==> src/rtl/lph_pkg.sv <==
// ----------------------------------------------------------------------------
// lph_pkg
// Shared types, codes and the microprogram of the linear probing hash table.
// ----------------------------------------------------------------------------
package lph_pkg;

  localparam int SLOTS_DEF = 16;
  localparam int KEY_W     = 31;
  localparam int REQ_W     = 2;
  localparam int STATUS_W  = 3;
  localparam int SLOT_W    = 4;
  localparam int BCNT_W    = 2;   // counts the remainder stages down
  localparam int STEP_W    = 3;

  typedef enum logic [REQ_W-1:0] {
    REQ_INSERT = 2'd0,
    REQ_REMOVE = 2'd1,
    REQ_SEARCH = 2'd2
  } req_e;

  typedef enum logic [STATUS_W-1:0] {
    STAT_INSERTED  = 3'd0,
    STAT_FULL      = 3'd1,
    STAT_REMOVED   = 3'd2,
    STAT_FOUND     = 3'd3,
    STAT_NOT_FOUND = 3'd4
  } stat_e;

  // microprogram addresses
  typedef enum logic [STEP_W-1:0] {
    S_CLR  = 3'd0,
    S_IDLE = 3'd1,
    S_DIV  = 3'd2,
    S_HOME = 3'd3,
    S_READ = 3'd4,
    S_EVAL = 3'd5,
    S_FIN  = 3'd6
  } step_e;

  typedef enum logic [2:0] {
    OP_NONE = 3'd0,
    OP_CLR  = 3'd1,
    OP_LOAD = 3'd2,
    OP_DIV  = 3'd3,
    OP_HOME = 3'd4,
    OP_EVAL = 3'd5,
    OP_FIN  = 3'd6
  } op_e;

  typedef enum logic [2:0] {
    C_ALWAYS    = 3'd0,
    C_CLR_MORE  = 3'd1,
    C_NO_ACCEPT = 3'd2,
    C_DIV_MORE  = 3'd3,
    C_NOT_DONE  = 3'd4,
    C_OUT_BUSY  = 3'd5
  } cond_e;

  typedef struct packed {
    op_e   op;
    cond_e cond;
    step_e tgt_t;   // taken when the condition holds
    step_e tgt_f;
  } ctrl_word_t;

  typedef struct packed {
    logic no_accept;
    logic clr_more;
    logic div_more;
    logic not_done;
    logic out_busy;
  } flags_t;

  function automatic ctrl_word_t lph_ucode(input step_e step);
    ctrl_word_t w;
    case (step)
      S_CLR:   w = '{OP_CLR,  C_CLR_MORE,  S_CLR,  S_IDLE};
      S_IDLE:  w = '{OP_LOAD, C_NO_ACCEPT, S_IDLE, S_DIV};
      S_DIV:   w = '{OP_DIV,  C_DIV_MORE,  S_DIV,  S_HOME};
      S_HOME:  w = '{OP_HOME, C_ALWAYS,    S_READ, S_READ};
      S_READ:  w = '{OP_NONE, C_ALWAYS,    S_EVAL, S_EVAL};
      S_EVAL:  w = '{OP_EVAL, C_NOT_DONE,  S_READ, S_FIN};
      S_FIN:   w = '{OP_FIN,  C_OUT_BUSY,  S_FIN,  S_IDLE};
      default: w = '{OP_NONE, C_ALWAYS,    S_IDLE, S_IDLE};
    endcase
    return w;
  endfunction

endpackage

==> src/rtl/lph_sequencer.sv <==
// ----------------------------------------------------------------------------
// lph_sequencer
// Step counter over the microprogram ROM with conditional two-way jumps.
// ----------------------------------------------------------------------------
module lph_sequencer import lph_pkg::*; (
  input  logic       clk_i,
  input  logic       rst_ni,
  input  flags_t     flags_i,
  output ctrl_word_t ctrl_o
);

  step_e      step_q, step_d;
  ctrl_word_t word;
  logic       take;

  assign word   = lph_ucode(step_q);
  assign ctrl_o = word;

  always_comb begin
    case (word.cond)
      C_ALWAYS:    take = 1'b1;
      C_CLR_MORE:  take = flags_i.clr_more;
      C_NO_ACCEPT: take = flags_i.no_accept;
      C_DIV_MORE:  take = flags_i.div_more;
      C_NOT_DONE:  take = flags_i.not_done;
      C_OUT_BUSY:  take = flags_i.out_busy;
      default:     take = 1'b1;
    endcase
    step_d = take ? word.tgt_t : word.tgt_f;
  end

  always_ff @(posedge clk_i or negedge rst_ni) begin
    if (!rst_ni) begin
      step_q <= S_CLR;
    end else begin
      step_q <= step_d;
    end
  end

endmodule

==> src/rtl/lph_datapath.sv <==
// ----------------------------------------------------------------------------
// lph_datapath
// Key/valid memory, home-slot remainder unit, probe counter and result register.
// ----------------------------------------------------------------------------
module lph_datapath import lph_pkg::*; #(
  parameter int SLOTS = SLOTS_DEF
) (
  input  logic        clk_i,
  input  logic        rst_ni,
  input  ctrl_word_t  ctrl_i,
  output flags_t      flags_o,
  input  logic        s_axis_tvalid_i,
  output logic        s_axis_tready_o,
  input  logic [31:0] s_axis_tdata_i,   // [30:0] key
  input  logic [1:0]  s_axis_tuser_i,   // [1:0] req_type
  output logic        m_axis_tvalid_o,
  input  logic        m_axis_tready_i,
  output logic [7:0]  m_axis_tdata_o,   // [3:0] slot
  output logic [2:0]  m_axis_tuser_o    // [2:0] status
);

  localparam int  SW        = $clog2(SLOTS);
  localparam int  MW        = KEY_W + 1;     // valid bit above the key
  localparam int  PW        = KEY_W + 32;    // key times reciprocal
  localparam int  DIV_STEPS = 4;
  localparam bit  POW2      = (SLOTS & (SLOTS - 1)) == 0;
  // floor(key / SLOTS) == (key * RECIP) >> (KEY_W + SW) for every 31-bit key
  localparam logic [31:0] RECIP =
    32'(((64'd1 << (KEY_W + SW)) / 64'(SLOTS)) + 64'd1);

  logic [MW-1:0]     slot_mem_q [SLOTS];
  logic [MW-1:0]     rd_q;

  req_e              req_q;
  logic [KEY_W-1:0]  key_q;
  logic [BCNT_W-1:0] bcnt_q;
  logic [PW-1:0]     prod_q;
  logic [KEY_W-1:0]  quot_q;
  logic [KEY_W-1:0]  qs_q;
  logic [SW-1:0]     rem_q;
  logic [SW-1:0]     idx_q;
  logic [SW-1:0]     pcnt_q;
  stat_e             res_status_q;
  logic              res_wr_q;
  logic              res_wv_q;
  logic [SLOT_W-1:0] res_slot_q;
  logic              out_valid_q;
  stat_e             out_status_q;
  logic [SLOT_W-1:0] out_slot_q;

  logic              accept;
  logic              out_free;
  logic              fin_go;
  logic              mem_we;
  logic [MW-1:0]     mem_wdata;
  logic [SW-1:0]     idx_nxt;
  logic [SW+3:0]     idx_wide;
  logic              ent_v;
  logic              ent_match;
  logic              last;
  logic              done;
  stat_e             ev_status;
  logic              ev_wr;
  logic              ev_wv;
  logic              ev_slot;

  assign s_axis_tready_o = (ctrl_i.op == OP_LOAD);
  assign accept          = s_axis_tvalid_i && s_axis_tready_o;
  assign out_free        = !out_valid_q || m_axis_tready_i;
  assign fin_go          = (ctrl_i.op == OP_FIN) && out_free;

  assign idx_nxt  = (idx_q == SW'(SLOTS - 1)) ? '0 : idx_q + SW'(1);
  assign idx_wide = {4'b0000, idx_q};

  assign ent_v     = rd_q[MW-1];
  assign ent_match = ent_v && (rd_q[KEY_W-1:0] == key_q);
  assign last      = (pcnt_q == SW'(SLOTS - 1));

  always_comb begin
    done    = 1'b0;
    ev_status = STAT_NOT_FOUND;
    ev_wr   = 1'b0;
    ev_wv   = 1'b0;
    ev_slot = 1'b0;
    case (req_q)
      REQ_INSERT: begin
        if (!ent_v) begin
          done = 1'b1; ev_status = STAT_INSERTED; ev_wr = 1'b1; ev_wv = 1'b1;
          ev_slot = 1'b1;
        end else if (last) begin
          done = 1'b1; ev_status = STAT_FULL;
        end
      end
      REQ_REMOVE: begin
        if (ent_match) begin
          done = 1'b1; ev_status = STAT_REMOVED; ev_wr = 1'b1; ev_slot = 1'b1;
        end else if (!ent_v || last) begin
          done = 1'b1;
        end
      end
      REQ_SEARCH: begin
        if (ent_match) begin
          done = 1'b1; ev_status = STAT_FOUND; ev_slot = 1'b1;
        end else if (!ent_v || last) begin
          done = 1'b1;
        end
      end
      default: done = 1'b1;
    endcase
  end

  assign flags_o.no_accept = !accept;
  assign flags_o.clr_more  = (idx_q != SW'(SLOTS - 1));
  assign flags_o.div_more  = !POW2 && (bcnt_q != '0);
  assign flags_o.not_done  = !done;
  assign flags_o.out_busy  = !out_free;

  assign mem_we    = (ctrl_i.op == OP_CLR) || (fin_go && res_wr_q);
  assign mem_wdata = (ctrl_i.op == OP_CLR) ? '0 : {res_wv_q, key_q};

  // memory: one write port, one registered read at the probe index
  always_ff @(posedge clk_i) begin
    if (mem_we) begin
      slot_mem_q[idx_q] <= mem_wdata;
    end
    rd_q <= slot_mem_q[idx_q];
  end

  // request and probe payload
  always_ff @(posedge clk_i) begin
    case (ctrl_i.op)
      OP_LOAD: begin
        if (accept) begin
          req_q  <= req_e'(s_axis_tuser_i);
          key_q  <= s_axis_tdata_i[KEY_W-1:0];
          bcnt_q <= BCNT_W'(DIV_STEPS - 1);
          rem_q  <= '0;
        end
      end
      OP_DIV: begin
        if (POW2) begin
          rem_q <= key_q[SW-1:0];
        end else begin
          // multiply by the reciprocal, shift, multiply back, subtract
          prod_q <= PW'(key_q) * PW'(RECIP);
          quot_q <= KEY_W'(prod_q >> (KEY_W + SW));
          qs_q   <= quot_q * KEY_W'(SLOTS);
          rem_q  <= SW'(key_q - qs_q);
          bcnt_q <= bcnt_q - BCNT_W'(1);
        end
      end
      OP_HOME: begin
        pcnt_q <= '0;
      end
      OP_EVAL: begin
        pcnt_q       <= pcnt_q + SW'(1);
        res_status_q <= ev_status;
        res_wr_q     <= ev_wr;
        res_wv_q     <= ev_wv;
        res_slot_q   <= ev_slot ? idx_wide[SLOT_W-1:0] : '0;
      end
      default: ;
    endcase
  end

  // probe index and result register
  always_ff @(posedge clk_i or negedge rst_ni) begin
    if (!rst_ni) begin
      idx_q       <= '0;
      out_valid_q <= 1'b0;
    end else begin
      case (ctrl_i.op)
        OP_CLR:  if (flags_o.clr_more) idx_q <= idx_nxt;
        OP_HOME: idx_q <= rem_q;
        OP_EVAL: if (!done) idx_q <= idx_nxt;
        default: ;
      endcase
      if (fin_go) begin
        out_valid_q <= 1'b1;
      end else if (m_axis_tready_i) begin
        out_valid_q <= 1'b0;
      end
    end
  end

  always_ff @(posedge clk_i) begin
    if (fin_go) begin
      out_status_q <= res_status_q;
      out_slot_q   <= res_slot_q;
    end
  end

  assign m_axis_tvalid_o = out_valid_q;
  assign m_axis_tuser_o  = out_status_q;
  assign m_axis_tdata_o  = {4'b0000, out_slot_q};

  // the probe index never leaves the table
  a_idx_range: assert property (@(posedge clk_i) disable iff (!rst_ni)
    idx_q <= SW'(SLOTS - 1))
    else $error("probe index out of range");

  // the home slot handed to the probe walk is a proper remainder
  a_home_range: assert property (@(posedge clk_i) disable iff (!rst_ni)
    (ctrl_i.op == OP_HOME) |-> (rem_q <= SW'(SLOTS - 1)))
    else $error("home slot out of range");

  // an accepted item always enters the remainder step next
  a_accept_div: assert property (@(posedge clk_i) disable iff (!rst_ni)
    accept |=> (ctrl_i.op == OP_DIV))
    else $error("accepted item did not start the home-slot step");

  // a finished item shows up at the output in the following cycle
  a_fin_out: assert property (@(posedge clk_i) disable iff (!rst_ni)
    fin_go |=> (out_valid_q && (ctrl_i.op == OP_LOAD)))
    else $error("result not presented after finish step");

endmodule

==> src/rtl/linear_probe_hash_table_core.sv <==
// ----------------------------------------------------------------------------
// linear_probe_hash_table_core
// Open-addressing hash table with linear probing, run by a microcoded sequencer.
// ----------------------------------------------------------------------------
// After reset the block sweeps the slot memory clean, one slot a cycle; no
// item is taken until that pass ends. Each item then runs through the
// microprogram: an accept step, the home-slot remainder (a reciprocal
// multiply, shift, multiply back and subtract, or the low key bits when SLOTS
// is a power of two), a step to load the probe index, a registered memory
// read and its compare for each slot visited, and a finish step that writes
// the slot and loads the result register. An item visits at most SLOTS
// slots; the finish step is held while the previous result still waits to be
// collected. The next item is taken as soon as the result sits in the output
// register, even if it has not been collected yet.
module linear_probe_hash_table_core import lph_pkg::*; #(
  parameter int SLOTS = SLOTS_DEF
) (
  input  logic        clk_i,
  input  logic        rst_ni,
  input  logic        s_axis_tvalid_i,
  output logic        s_axis_tready_o,
  input  logic [31:0] s_axis_tdata_i,   // [30:0] key
  input  logic [1:0]  s_axis_tuser_i,   // [1:0] req_type
  output logic        m_axis_tvalid_o,
  input  logic        m_axis_tready_i,
  output logic [7:0]  m_axis_tdata_o,   // [3:0] slot
  output logic [2:0]  m_axis_tuser_o    // [2:0] status
);

  ctrl_word_t ctrl;
  flags_t     flags;

  lph_sequencer u_seq (
    .clk_i   (clk_i),
    .rst_ni  (rst_ni),
    .flags_i (flags),
    .ctrl_o  (ctrl)
  );

  lph_datapath #(
    .SLOTS (SLOTS)
  ) u_dp (
    .clk_i           (clk_i),
    .rst_ni          (rst_ni),
    .ctrl_i          (ctrl),
    .flags_o         (flags),
    .s_axis_tvalid_i (s_axis_tvalid_i),
    .s_axis_tready_o (s_axis_tready_o),
    .s_axis_tdata_i  (s_axis_tdata_i),
    .s_axis_tuser_i  (s_axis_tuser_i),
    .m_axis_tvalid_o (m_axis_tvalid_o),
    .m_axis_tready_i (m_axis_tready_i),
    .m_axis_tdata_o  (m_axis_tdata_o),
    .m_axis_tuser_o  (m_axis_tuser_o)
  );

endmodule

==> config.mk <==
export PLATFORM = sky130hd
export DESIGN_NAME = linear_probe_hash_table_core
export DESIGN_NICKNAME = d
export VERILOG_FILES = /design/src/rtl/lph_pkg.sv /design/src/rtl/lph_sequencer.sv /design/src/rtl/lph_datapath.sv /design/src/rtl/linear_probe_hash_table_core.sv
export SDC_FILE = /design/constraint.sdc
export NUM_CORES = 1
export LEC_CHECK = 0
export BUFFER_PORTS_ARGS = -buffer_cell sky130_fd_sc_hd__buf_2
export CORE_AREA = 2 2 257 310
export DETAILED_ROUTE_END_ITERATION = 10
export DIE_AREA = 0 0 259 312
export PLACE_DENSITY = 0.49
export REMOVE_ABC_BUFFERS = 1
export SYNTH_ARGS = -nofsm -noshare
export SYNTH_HDL_FRONTEND = slang
export SYNTH_SLANG_ARGS = --single-unit
export TNS_END_PERCENT = 20
==> constraint.sdc <==
create_clock -name clk_i -period 6.1 [get_ports clk_i]
set_input_delay 0.305 -clock clk_i [delete_from_list [all_inputs] [get_ports clk_i]]
set_output_delay 0.305 -clock clk_i [all_outputs]
set_load 0.02 [all_outputs]
[Word-level counts from Yosys, hierarchy flattened]
Memories as Yosys holds them, arrays and structs flattened. A register that Yosys moved wholly into a read port is not among the register bits.
Cells that the tools add are included.
Word-level totals
  output and inout bits: 13
  memories kept: 1
  register bits after elaboration: 65
  input bits: 38
  bits in writable memories: 512
Memory list
  u_dp.slot_mem_q: words 16, bits a word 32, rd ports 1, clocked after Yosys merged registers in 1, write ports 1, RTL line lph_datapath.sv:31  | logic [MW-1:0] slot_mem_q [SLOTS];
Operators by class
  mux-type cells: 29
  eq/ne operators: 26
  reductions and logical operators: 22
  add/sub/neg operators: 2
Operators by type and width (count)
  $pmux 12 s7: 1
  $mux 32: 1
  $eq 31x31->1: 1
  $eq 3x3->1 const B: 8
  $eq 3x2->1 const B: 6
  $mux 4: 4
  $pmux 4 s2: 2
  $mux 3: 5
  $pmux 4 s3: 1
  $mux 1: 10
  $eq 3x1->1 const B: 3
  $pmux 3 s3: 1
  $add 4x1->4 const B: 2
  $eq 4x4->1 const B: 2
  $ne 2x2->1 const B: 3
  $pmux 1 s2: 3
  $reduce_bool 2->1: 3
  $logic_not 1->1: 5
  $pmux 1 s5: 1
  $logic_and 1x1->1: 4
  $ne 4x4->1 const B: 1
  $reduce_and 2->1: 2
  $logic_not 3->1: 1
  $logic_or 1x1->1: 3
  other kinds (6): 6

[Depth between registers and ports, before layout]
Gate-level depths: netlist of run 1.
  word-level depth: 8
  depth in mapped cells: 8
  gate-level depth less buffers: 8

[Modules after synthesis]
Synthesis of run 1 repeated with hierarchy kept, for this count alone.
Second synthesis, totals
  cells, all modules: 1047
  area total of the unflattened synthesis: 23316.1 µm²
Modules (own cells, without submodules)
  lph_datapath: area each 23009.6 µm², instances 1, cells each 1006
  lph_sequencer: area each 306.5 µm², instances 1, cells each 41

[Least setup slack after synthesis of run 1]
OpenSTA, ideal clock, no wires.
  kind: reg-to-reg
  start point: reg u_seq.step_q[2]
  end point: mem u_dp.slot_mem_q[0][0] (netlist name), enable pin
  library setup time: 0.461 ns
  arrival time: 3.396 ns
  slack: 2.243 ns
  period minus slack after synthesis: 3.857 ns
  cell stages (with the launch flop): 7
  buffers on the path: 1
  cells stage by stage: dfrtp_1 clkbuf_1 and3_1 a21oi_1 nor2_1 nand2_1 nor3_1
Between the ends
  cells in the longest elaborated chain, start to end: 8
  elaborated cells on any way between the ends: 15
RTL lines
  start: declaration: RTL line lph_sequencer.sv:12  | step_e step_q, step_d;
  start signal: assignment: RTL line lph_sequencer.sv:36  | step_q <= step_d;
  $eq 3x3->1 (tied with other cells): RTL line lph_pkg.sv:76  | case (step)
  $pmux 12 s7 *: RTL line lph_pkg.sv:76
  $eq 3x3->1: RTL line lph_datapath.sv:70  | assign fin_go = (ctrl_i.op == OP_FIN) && out_free;
  $logic_and 1x1->1: RTL line lph_datapath.sv:70
  $logic_and 1x1->1: RTL line lph_datapath.sv:118  | assign mem_we = (ctrl_i.op == OP_CLR) || (fin_go && res_wr_q);
  $logic_or 1x1->1 *: RTL line lph_datapath.sv:118
  $mux 1 *: RTL line lph_datapath.sv:123  | if (mem_we) begin
  $mux 1 (not written as such) *: RTL line lph_datapath.sv:124  | slot_mem_q[idx_q] <= mem_wdata;
  end: declaration: RTL line lph_datapath.sv:31
Every way passes the cells marked *; elsewhere a longest branch is shown, timed or not.

[Worst setup path after layout of run 1]
  start point: reg u_dp.idx_q[1]
  end point: mem u_dp.slot_mem_q[15][5] (netlist name), enable pin
RTL lines
  start: declaration: RTL line lph_datapath.sv:41  | logic [SW-1:0] idx_q;
  start signal: assignment: RTL line lph_datapath.sv:173  | OP_CLR: if (flags_o.clr_more) idx_q <= idx_nxt;
  start signal: assignment: RTL line lph_datapath.sv:174  | OP_HOME: idx_q <= rem_q;
  start signal: assignment: RTL line lph_datapath.sv:175  | OP_EVAL: if (!done) idx_q <= idx_nxt;
No word-level cell before the write port.

==> results.json, run 1 <==
{
  "status": "finished clean",
  "gr-total-overflow": 0,
  "r2r_slack_ns": 2.76,
  "netlist.area_leader.share": 0.737,
  "antenna_found_initial": 0,
  "crit_path_end_kind": "register",
  "core-area_um2": 77500,
  "leakagePower_nw": 8.47,
  "wl_um": 52100,
  "powerDensity_nw_per_um2": 468,
  "syn-cell-area_um2": 23200,
  "cts.sinks": 609,
  "ys_top_cells_by_area": "edfxtp_1 (74%), mux4_2 (15%), dfxtp_1 (2.8%)",
  "io_buffer_count": 45,
  "die_w_um": 259,
  "seq_area_frac_synth": 0.773,
  "cts_max_level": 2,
  "final-hold-violation-count": 0,
  "ys.flop_type": "edfxtp_1",
  "worstPathMaxFanout": 67,
  "netlist_instances": 1025,
  "wl_per_cell_um": 23.5,
  "finalSetupViolCount": 0,
  "drt.antenna.violating_nets": 0,
  "clock.fmax_mhz": 300,
  "synth.avg_cell_area_um2": 22.6,
  "dr.pass1.iters": 4,
  "worstPathRequired_ns": 6.38,
  "die_h_um": 312,
  "cp.arrival_ns": 3.61,
  "synth_area_leader_cell": "edfxtp_1",
  "crit_type": "reg -> reg",
  "insertion_delay_ns": 0.62,
  "ys_ff_latch": 609,
  "clkTransAtPathRegs_ns": 0.06,
  "yosysUniqueCellTypes": 47,
  "vias_per_cell": 4.66,
  "drc": 0,
  "grt_max_degree": 98,
  "place_congestion": 0.754,
  "hold_class": "in -> reg",
  "grt_pass1_wl_um": 75600,
  "synth.most_common_cell": "edfxtp_1",
  "multi_input_area_um2": 5050,
  "start_util": 0.299,
  "num_rows": 112,
  "synth-edff-count": 569,
  "vdd_drop_max_uv": 328,
  "fin_skew_ns": 0.0219,
  "clockBufferDepth": 3,
  "diodes": 0,
  "fin_crit_sh": 0.547,
  "yosys_warnings": 0,
  "grt_use_total": 0.130,
  "cts_tree": "done",
  "n_fill_cell": 7175,
  "hold_slack_ns": 0.0593,
  "vias": 10300,
  "drive_above_1_share": 0.277,
  "fin_util": 0.347,
  "cts-root-buf": "clkbuf_16",
  "nets": 1184,
  "place_hpwl_um": 26900,
  "cts_buffers": 57,
  "drv_slew": 0,
  "worst_pin_slew_ns": 1.10,
  "dieArea_um2": 80800,
  "ys_top_cells_by_count": "edfxtp_1 (569), mux4_2 (151), nor2b_1 (33), dfxtp_1 (32), xnor2_1 (32)",
  "post_cts_buffers": 0,
  "fin_crit_ns": 3.34,
  "grt_setup_unrepaired": "no",
  "area_delta_synth_final_pct": 15.9,
  "ios": 51,
  "postSynth.asyncResetShare": 0.0131,
  "slew_headroom": 0.265,
  "cp-start-kind": "register",
  "maxCapViolCount": 0,
  "regArea_um2": 17900,
  "drt_first_iter_violations": 664,
  "grt_pass1_vias": 10800
}
[area by class of cell]
cell class,instances,share of cell area
Clock buffer,82,0.0600
Clock inverter,25,0.00815
Inverter,6,0.000838
Multi-Input combinational cell,362,0.188
Sequential cell,609,0.668
Tap cell,1026,0.0478
Timing Repair Buffer,101,0.0277
[worst paths after layout]
| path | from | endpoint | cells past startpoint |
|---|---|---|---|
| worst min register to register | u_dp.res_status_q[0] | u_dp.m_axis_tuser_o[0] | 0 |
| worst max register to register | u_dp.idx_q[1] | u_dp.slot_mem_q[15][5] | 4 |
| worst max-delay path | u_dp.idx_q[1] | u_dp.slot_mem_q[15][5] | 4 |
| worst min-delay path | s_axis_tvalid_i | u_seq.step_q[0] | 4 |
| max in group asynchronous | rst_ni | u_dp.idx_q[1] | 2 |
| min in group asynchronous | rst_ni | u_dp.idx_q[0] | 2 |
[power by group]
part,internal [mW],leakage [nW],total [mW],switching (mW)
clock network,1.97,0.902,3.48,1.51
registers,5.55,5.55,5.95,0.400
logic,1.43,2.01,3.14,1.71
total,8.95,8.47,12.6,3.62
[sequential cells by signal (all words and copies together) (netlist names)]
| name | cells |
|---|---|
| u_dp.idx_q | 4 |
| u_dp.key_q | 31 |
| u_dp.m_axis_tuser_o | 3 |
| u_dp.m_axis_tvalid_o | 1 |
| u_dp.out_slot_q | 4 |
| u_dp.pcnt_q | 4 |
| u_dp.rd_q | 32 |
| u_dp.rem_q | 4 |
| u_dp.req_q | 2 |
| u_dp.res_slot_q | 4 |
| u_dp.res_status_q | 3 |
| u_dp.res_wr_q | 1 |
| u_dp.res_wv_q | 1 |
| u_dp.slot_mem_q | 512 |
| u_seq.step_q | 3 |
[cell usage in the layout, fill, tap and decap left out, types with 4 or more instances in the layout]
master	instances
and2_1	5
a21oi_1	9
nor3_2	5
nor3_1	4
ha_1	9
clkbuf_8	7
nand4_1	8
nor2_4	12
o21ai_0	8
buf_4	21
dfxtp_1	32
dfrtp_1	4
edfxtp_1	569
clkinv_2	10
clkbuf_1	17
inv_1	6
nor2_1	12
nor3b_1	4
or2_2	4
dlygate4sd3_1	34
nor2b_1	33
mux4_2	151
buf_2	45
xnor2_1	32
clkbuf_16	58
conb_1	4
mux4_1	9
nand2_1	19
clkinv_1	9
[cells by family after synthesis]
family / share of synthesized area
AND/OR/NAND/NOR: 0.0284
adder cells (fa/ha/maj): 0.00486
XOR/XNOR: 0.0125
other: 0.000162
AO/OA/AOI/OAI: 0.00842
buffers and inverters: 0.0145
flip-flops: 0.773
multiplexers: 0.158
[critical path: stages, from the launching register on]
cell and delay [ns]:
dfrtp_4 1.14, ha_1 0.41, and3_1 0.27, and2_2 0.66
buf_4 0.48
[through the flow]
step | setup TNS (ns) | cell area, um2 | instances | setup WS [ns] | power, mW
finish | 0 | 26900 | 2211 | 2.76 | 12.6
global route | 0 | 26900 | 2211 | 2.56 | 13.2
CTS | 0 | 26900 | 2211 | 2.62 | 12.8
detailed placement | 0 | 24700 | 2070 | 2.63 | 9.27
global placement | 0 | 24700 | 2070 | 2.62 | 9.22
floorplan | -509.28 | 22900 | 977 | -2.13 | 8.41
[layer usage]
metal  up-vias  wire (um)  track usage
met5         -          0            0
met4         0        910       0.0321
met3        66       1830       0.0189
met2       166      26800        0.226
met1      5599      22500        0.170
li1       4476          -            -
[repair_timing]
action	CTS	global route
endpoints found under the hold margin	41	0
resized for setup	0	0
hold buffers	34	0
No activity file was read; power rests on OpenSTA's default activity.
==> run 2, diff against run 1 <==
ABC_AREA = 1   (was not set)
CORE_AREA = 2 2 261 314   (was 2 2 257 310)
DIE_AREA = 0 0 263 316   (was 0 0 259 312)
PLACE_DENSITY = 0.5   (was 0.49)
clock period = 2.79 ns   (was 6.1 ns; I/O delays follow)
==> results.json, run 2 <==
{
  "yosys_warnings": 0,
  "cts_tree": "done",
  "antenna_found_initial": 0,
  "reg.largest.list": "u_dp.slot_mem_q (512), u_dp.rd_q (32), u_dp.key_q (31)",
  "status": "finished clean",
  "synth_area_leader_cell": "edfxtp_1",
  "regArea_um2": 17900,
  "grt.busiest_layer": "met2",
  "cts-root-buf": "clkbuf_16",
  "vias": 14700,
  "net-switching-power_mw": 10.7,
  "ys_top_cells_by_count": "edfxtp_1 (569), nor2_1 (335), o21ai_0 (264), nand2_1 (235), o22ai_1 (130)",
  "grt_setup_unrepaired": "no",
  "insertion_delay_ns": 0.64,
  "instances_no_fill": 3070,
  "top_register": "u_dp.slot_mem_q",
  "gr-total-overflow": 0,
  "yosysUniqueCellTypes": 36,
  "worstPathMaxFanout": 9,
  "vias_per_cell": 4.80,
  "start_util": 0.297,
  "worst_path_max_delay_cell": "dfrtp_1",
  "grt_use_met3": 0.0216,
  "final_common_cell": "edfxtp_1",
  "largest_register_ffs": 512,
  "maxCapViolCount": 0,
  "worstPathRequired_ns": 3.12,
  "drt.antenna.violating_nets": 0,
  "powerDensity_nw_per_um2": 1080,
  "cp-start-kind": "register",
  "ys_ff_latch": 609,
  "drc": 0,
  "multi_input_area_um2": 5120,
  "synth.most_common_cell": "edfxtp_1",
  "drive_above_1_share": 0.123,
  "cp_num_buf_inv": 4,
  "ios": 51,
  "die_w_um": 263,
  "cts_buffers": 59,
  "netlist_instances": 1876,
  "cts_max_level": 2,
  "synth-edff-count": 569,
  "core-area_um2": 80200,
  "netlist.area_leader.share": 0.718,
  "layout_common_cells": "edfxtp_1 (569), nor2_1 (318), o21ai_0 (264)",
  "intPower_mw": 19.3,
  "place_inst": 2921,
  "clkTransAtPathRegs_ns": 0.06,
  "die_h_um": 316,
  "n_fill_cell": 7788,
  "finalSetupViolCount": 0,
  "min_path_cells": 2,
  "wl_um": 62500,
  "fin_util": 0.348,
  "ys_top_cells_by_area": "edfxtp_1 (72%), o21ai_0 (5.6%), nor2_1 (5.3%)",
  "grt_pass1_wl_um": 93200,
  "place_hpwl_um": 33200,
  "grtUsageMet2": 0.259,
  "worst_pin_slew_ns": 1.10,
  "cp.arrival_ns": 2.80,
  "crit_family": "simple AND/OR/NAND/NOR gates",
  "hold_class": "in -> reg",
  "crit_path_max_incr_delay_ns": 0.43,
  "syn-cell-area_um2": 23800,
  "leakagePower_nw": 9.54,
  "rr_worst_depth": 10,
  "area_delta_synth_final_pct": 17.3,
  "wl_per_cell_um": 20.4,
  "fin_crit_sh": 0.885,
  "vdd_drop_max_uv": 986,
  "num_rows": 114,
  "place_congestion": 0.771,
  "r2r_slack_ns": 0.32,
  "synth.avg_cell_area_um2": 12.7,
  "slew_headroom": 0.262,
  "nets": 2022,
  "grt_max_degree": 135,
  "drv_slew": 0,
  "grt_use_total": 0.149,
  "dieArea_um2": 83100,
  "use_met1": 0.191,
  "fin_skew_ns": 0.0121,
  "crit_type": "reg -> reg",
  "path_cells": "inv_2 > nand2_1 > nor2_1 > inv_2 > nor2_1 > a21oi_2 > inv_2 > nand2_1 > nor2_4 > buf_4",
  "hold_slack_ns": 0.205,
  "timing.critical_path.mode_cell": "inv_2",
  "postSynth.asyncResetShare": 0.0131,
  "clockPowerShare": 0.264,
  "crit_path_end_kind": "register",
  "drt_first_iter_violations": 1146,
  "seq_area_frac_synth": 0.754,
  "fin_crit_ns": 2.47,
  "p_total_mw": 30.0,
  "final-hold-violation-count": 0,
  "clock.fmax_mhz": 405,
  "io_buffer_count": 45,
  "p_seq_frac": 0.429,
  "cts.sinks": 609,
  "swShare": 0.356,
  "clockBufferDepth": 3,
  "grt_pass1_vias": 14700,
  "totalNegativeSetupSlack_ns": 0,
  "post_cts_buffers": 0,
  "combPwrFrac": 0.306,
  "crit_cells": 10,
  "diodes": 0,
  "ys.flop_type": "edfxtp_1",
  "dr.pass1.iters": 5
}
-- run 2: cells by family after synthesis --
kind of cell	after synthesis	synth area share
and+or+nand+nor	636	0.107
DFF	609	0.754
AOI/OAI and AO/OA	403	0.0927
buffers and inverters	208	0.0375
adders and majority gates	9	0.00474
xor gates and xnor gates	9	0.00331
other	1	0.000158
muxes	1	0.000473
-- run 2: path summary, 6_finish.rpt --
kind	end	start
max	u_dp.slot_mem_q[13][27]	u_seq.step_q[0]
min	u_dp.key_q[16]	s_axis_tdata_i[16]
max reg2reg	u_dp.slot_mem_q[13][27]	u_seq.step_q[0]
min reg2reg	u_dp.m_axis_tuser_o[1]	u_dp.res_status_q[1]
max in group asynchronous	u_dp.idx_q[0]	rst_ni
min in group asynchronous	u_dp.idx_q[1]	rst_ni
-- run 2: power groups by stage --
stage	registers (mW)	clock network, mW	logic (mW)
floorplan	13.2	0	4.84
CTS	12.9	8.13	9.30
global route	13.0	8.48	10.2
global placement	13.0	0	9.05
finish	12.9	7.94	9.18
detailed placement	13.1	0	9.23
-- run 2: area by class of cell --
cell class,count,share of cell area
flip-flops and latches,609,0.643
well taps,1044,0.0468
clock buffers,77,0.0579
multi-input cells,1062,0.183
inverters,104,0.0142
repair buffers,139,0.0443
clock inverters,35,0.0108
-- run 2: through the flow --
step	area [um2]	setup WS (ns)
finish	27900	0.321
global route	27900	0.152
CTS	27900	0.281
detailed placement	25600	0.331
global placement	25600	0.323
floorplan	23300	-4.51
-- run 2: worst register-to-register path, stage by stage (launching register included) --
cell and delay, ns:
dfrtp_1 0.43, inv_2 0.09, nand2_1 0.09, nor2_1 0.13
inv_2 0.06, nor2_1 0.21, a21oi_2 0.18, inv_2 0.10
nand2_1 0.23, nor2_4 0.33, buf_4 0.31
-- run 2: per-layer routing --
metal  vias to the layer above  wire length [um]  share of wire
met5                         -                 0              0
met1                      7347             26700           0.43
met2                       393             31000           0.50
li1                       6898                 -              -
met3                        97              3210          0.051
met4                         0              1610          0.026
-- run 2: what timing repair did --
item / 4_1_cts / 5_1_grt
endpoints found under the hold margin: 45 / 0
hold buffers: 37 / 0
setup endpoints to repair: 0 / 0
gates resized for setup: 0 / 0
==> run 3, diff against run 2 <==
ABC_AREA = not set   (was 1)
CORE_AREA = 2 2 257 310   (was 2 2 261 314)
DIE_AREA = 0 0 259 312   (was 0 0 263 316)
==> results.json, run 3 (synthesized netlist as in run 1, its figures left out) <==
{
  "post_cts_buffers": 0,
  "place_hpwl_um": 28300,
  "final-hold-violation-count": 0,
  "vdd_drop_max_uv": 468,
  "drive_above_1_share": 0.292,
  "fin_crit_ns": 2.49,
  "die_w_um": 259,
  "leakagePower_nw": 8.67,
  "place_ws_ns": 0.331,
  "min_path_cells": 2,
  "cp-start-kind": "register",
  "largest_register_ffs": 512,
  "dr.pass1.iters": 4,
  "antenna_found_initial": 1,
  "grt_pass1_wl_um": 77500,
  "dpl-instance-area_um2": 25200,
  "insertion_delay_ns": 0.62,
  "crit_type": "reg -> reg",
  "drv_slew": 0,
  "wl_per_cell_um": 23.7,
  "die_h_um": 312,
  "status": "finished clean",
  "place_inst": 2101,
  "slew_headroom": 0.268,
  "powerDensity_nw_per_um2": 1020,
  "totalNegativeSetupSlack_ns": 0,
  "place_congestion": 0.720,
  "grt.busiest_layer": "met2",
  "cts_buffers": 57,
  "crit_path_end_kind": "register",
  "grt_setup_unrepaired": "no",
  "fin_util": 0.353,
  "post_cts_resized": 0,
  "finish.instance_area_um2": 27300,
  "use_met1": 0.175,
  "top_register": "u_dp.slot_mem_q",
  "area_delta_synth_final_pct": 17.9,
  "gr-total-overflow": 0,
  "drt.antenna.violating_nets": 0,
  "worstPathRequired_ns": 3.06,
  "reg.largest.list": "u_dp.slot_mem_q (512), u_dp.rd_q (32), u_dp.key_q (31)",
  "grt_max_degree": 69,
  "maxCapViolCount": 0,
  "grtUsageMet2": 0.232,
  "nets": 1218,
  "clockBufferDepth": 3,
  "ios": 51,
  "fin_skew_ns": 0.0177,
  "cts_tree": "done",
  "layout_common_cells": "edfxtp_1 (569), mux4_2 (151), clkbuf_16 (59)",
  "fin_ws_ns": 0.303,
  "final_common_cell": "edfxtp_1",
  "vias_per_cell": 4.65,
  "fin_crit_sh": 0.891,
  "drc": 0,
  "worst_pin_slew_ns": 1.10,
  "finalSetupViolCount": 0,
  "cts-root-buf": "clkbuf_16",
  "num_rows": 112,
  "dieArea_um2": 80800,
  "vias": 10400,
  "wl_um": 53200,
  "instances_no_fill": 2244,
  "diodes": 0,
  "rr_worst_depth": 6,
  "worstPathMaxFanout": 16,
  "clkTransAtPathRegs_ns": 0.07,
  "cts.sinks": 609,
  "grt_use_met3": 0.0192,
  "cp.arrival_ns": 2.75,
  "io_buffer_count": 45,
  "grt_pass1_vias": 11100,
  "start_util": 0.299,
  "grt_use_total": 0.133,
  "drt_first_iter_violations": 754,
  "core-area_um2": 77500,
  "clock.fmax_mhz": 402,
  "cts_max_level": 2,
  "hold_class": "in -> reg"
}
==> run 3: repair_timing <==
item,4_1_cts,5_1_grt
hold endpoints to repair,44,0
endpoints found under the setup margin,0,0
hold buffers,37,0
==> run 3: layout make-up <==
type | count | area (um2)
fillers | 7114 | 50100
flip-flops and latches | 609 | 17900
multi-input cells | 362 | 5050
clock buffers | 87 | 1640
well taps | 1026 | 1280
repair buffers | 135 | 1260
clock inverters | 19 | 156
inverters | 6 | 22.5
==> run 3: path summary, 6_finish.rpt <==
path | from | end | slack [ns]
worst min register to register | u_dp.res_status_q[2] | u_dp.m_axis_tuser_o[2] | 0.42
max in group asynchronous | rst_ni | u_dp.idx_q[1] | 1.92
min in group asynchronous | rst_ni | u_dp.idx_q[0] | 0.54
worst min-delay path | s_axis_tdata_i[3] | u_dp.key_q[3] | 0.23
worst max register to register | u_seq.step_q[1] | u_dp.slot_mem_q[2][18] | 0.30
worst max-delay path | u_seq.step_q[1] | u_dp.slot_mem_q[2][18] | 0.30
==> run 3: power breakdown <==
group          total [mW]  switching (mW)  internal (mW)
combinational        7.53            4.11           3.42
sequential           12.7           0.582           12.1
clock                7.57            3.33           4.24
total                27.8            8.02           19.8
==> run 3: through the flow <==
stage | hold slack [ns] | power [mW]
finish | 0.228 | 27.8
global placement | 0.00191 | 20.5
CTS | 0.178 | 28.3
floorplan | -0.156 | 17.5
global route | 0.207 | 29.1
detailed placement | 0.00443 | 20.6
==> run 3: layer usage <==
layer	wire length (um)	up-vias	part of all wire
met4	1000	0	0.019
li1	-	4542	-
met3	2120	68	0.040
met5	0	-	0
met2	27400	219	0.51
met1	22700	5616	0.43
==> run 3: critical path, stage by stage (launching register included) <==
cell,delay [ns]
dfrtp_1,0.53
and3_1,0.21
a21oi_1,0.08
nor2_1,0.31
nand2_1,0.30
nor3_2,0.26
buf_4,0.41
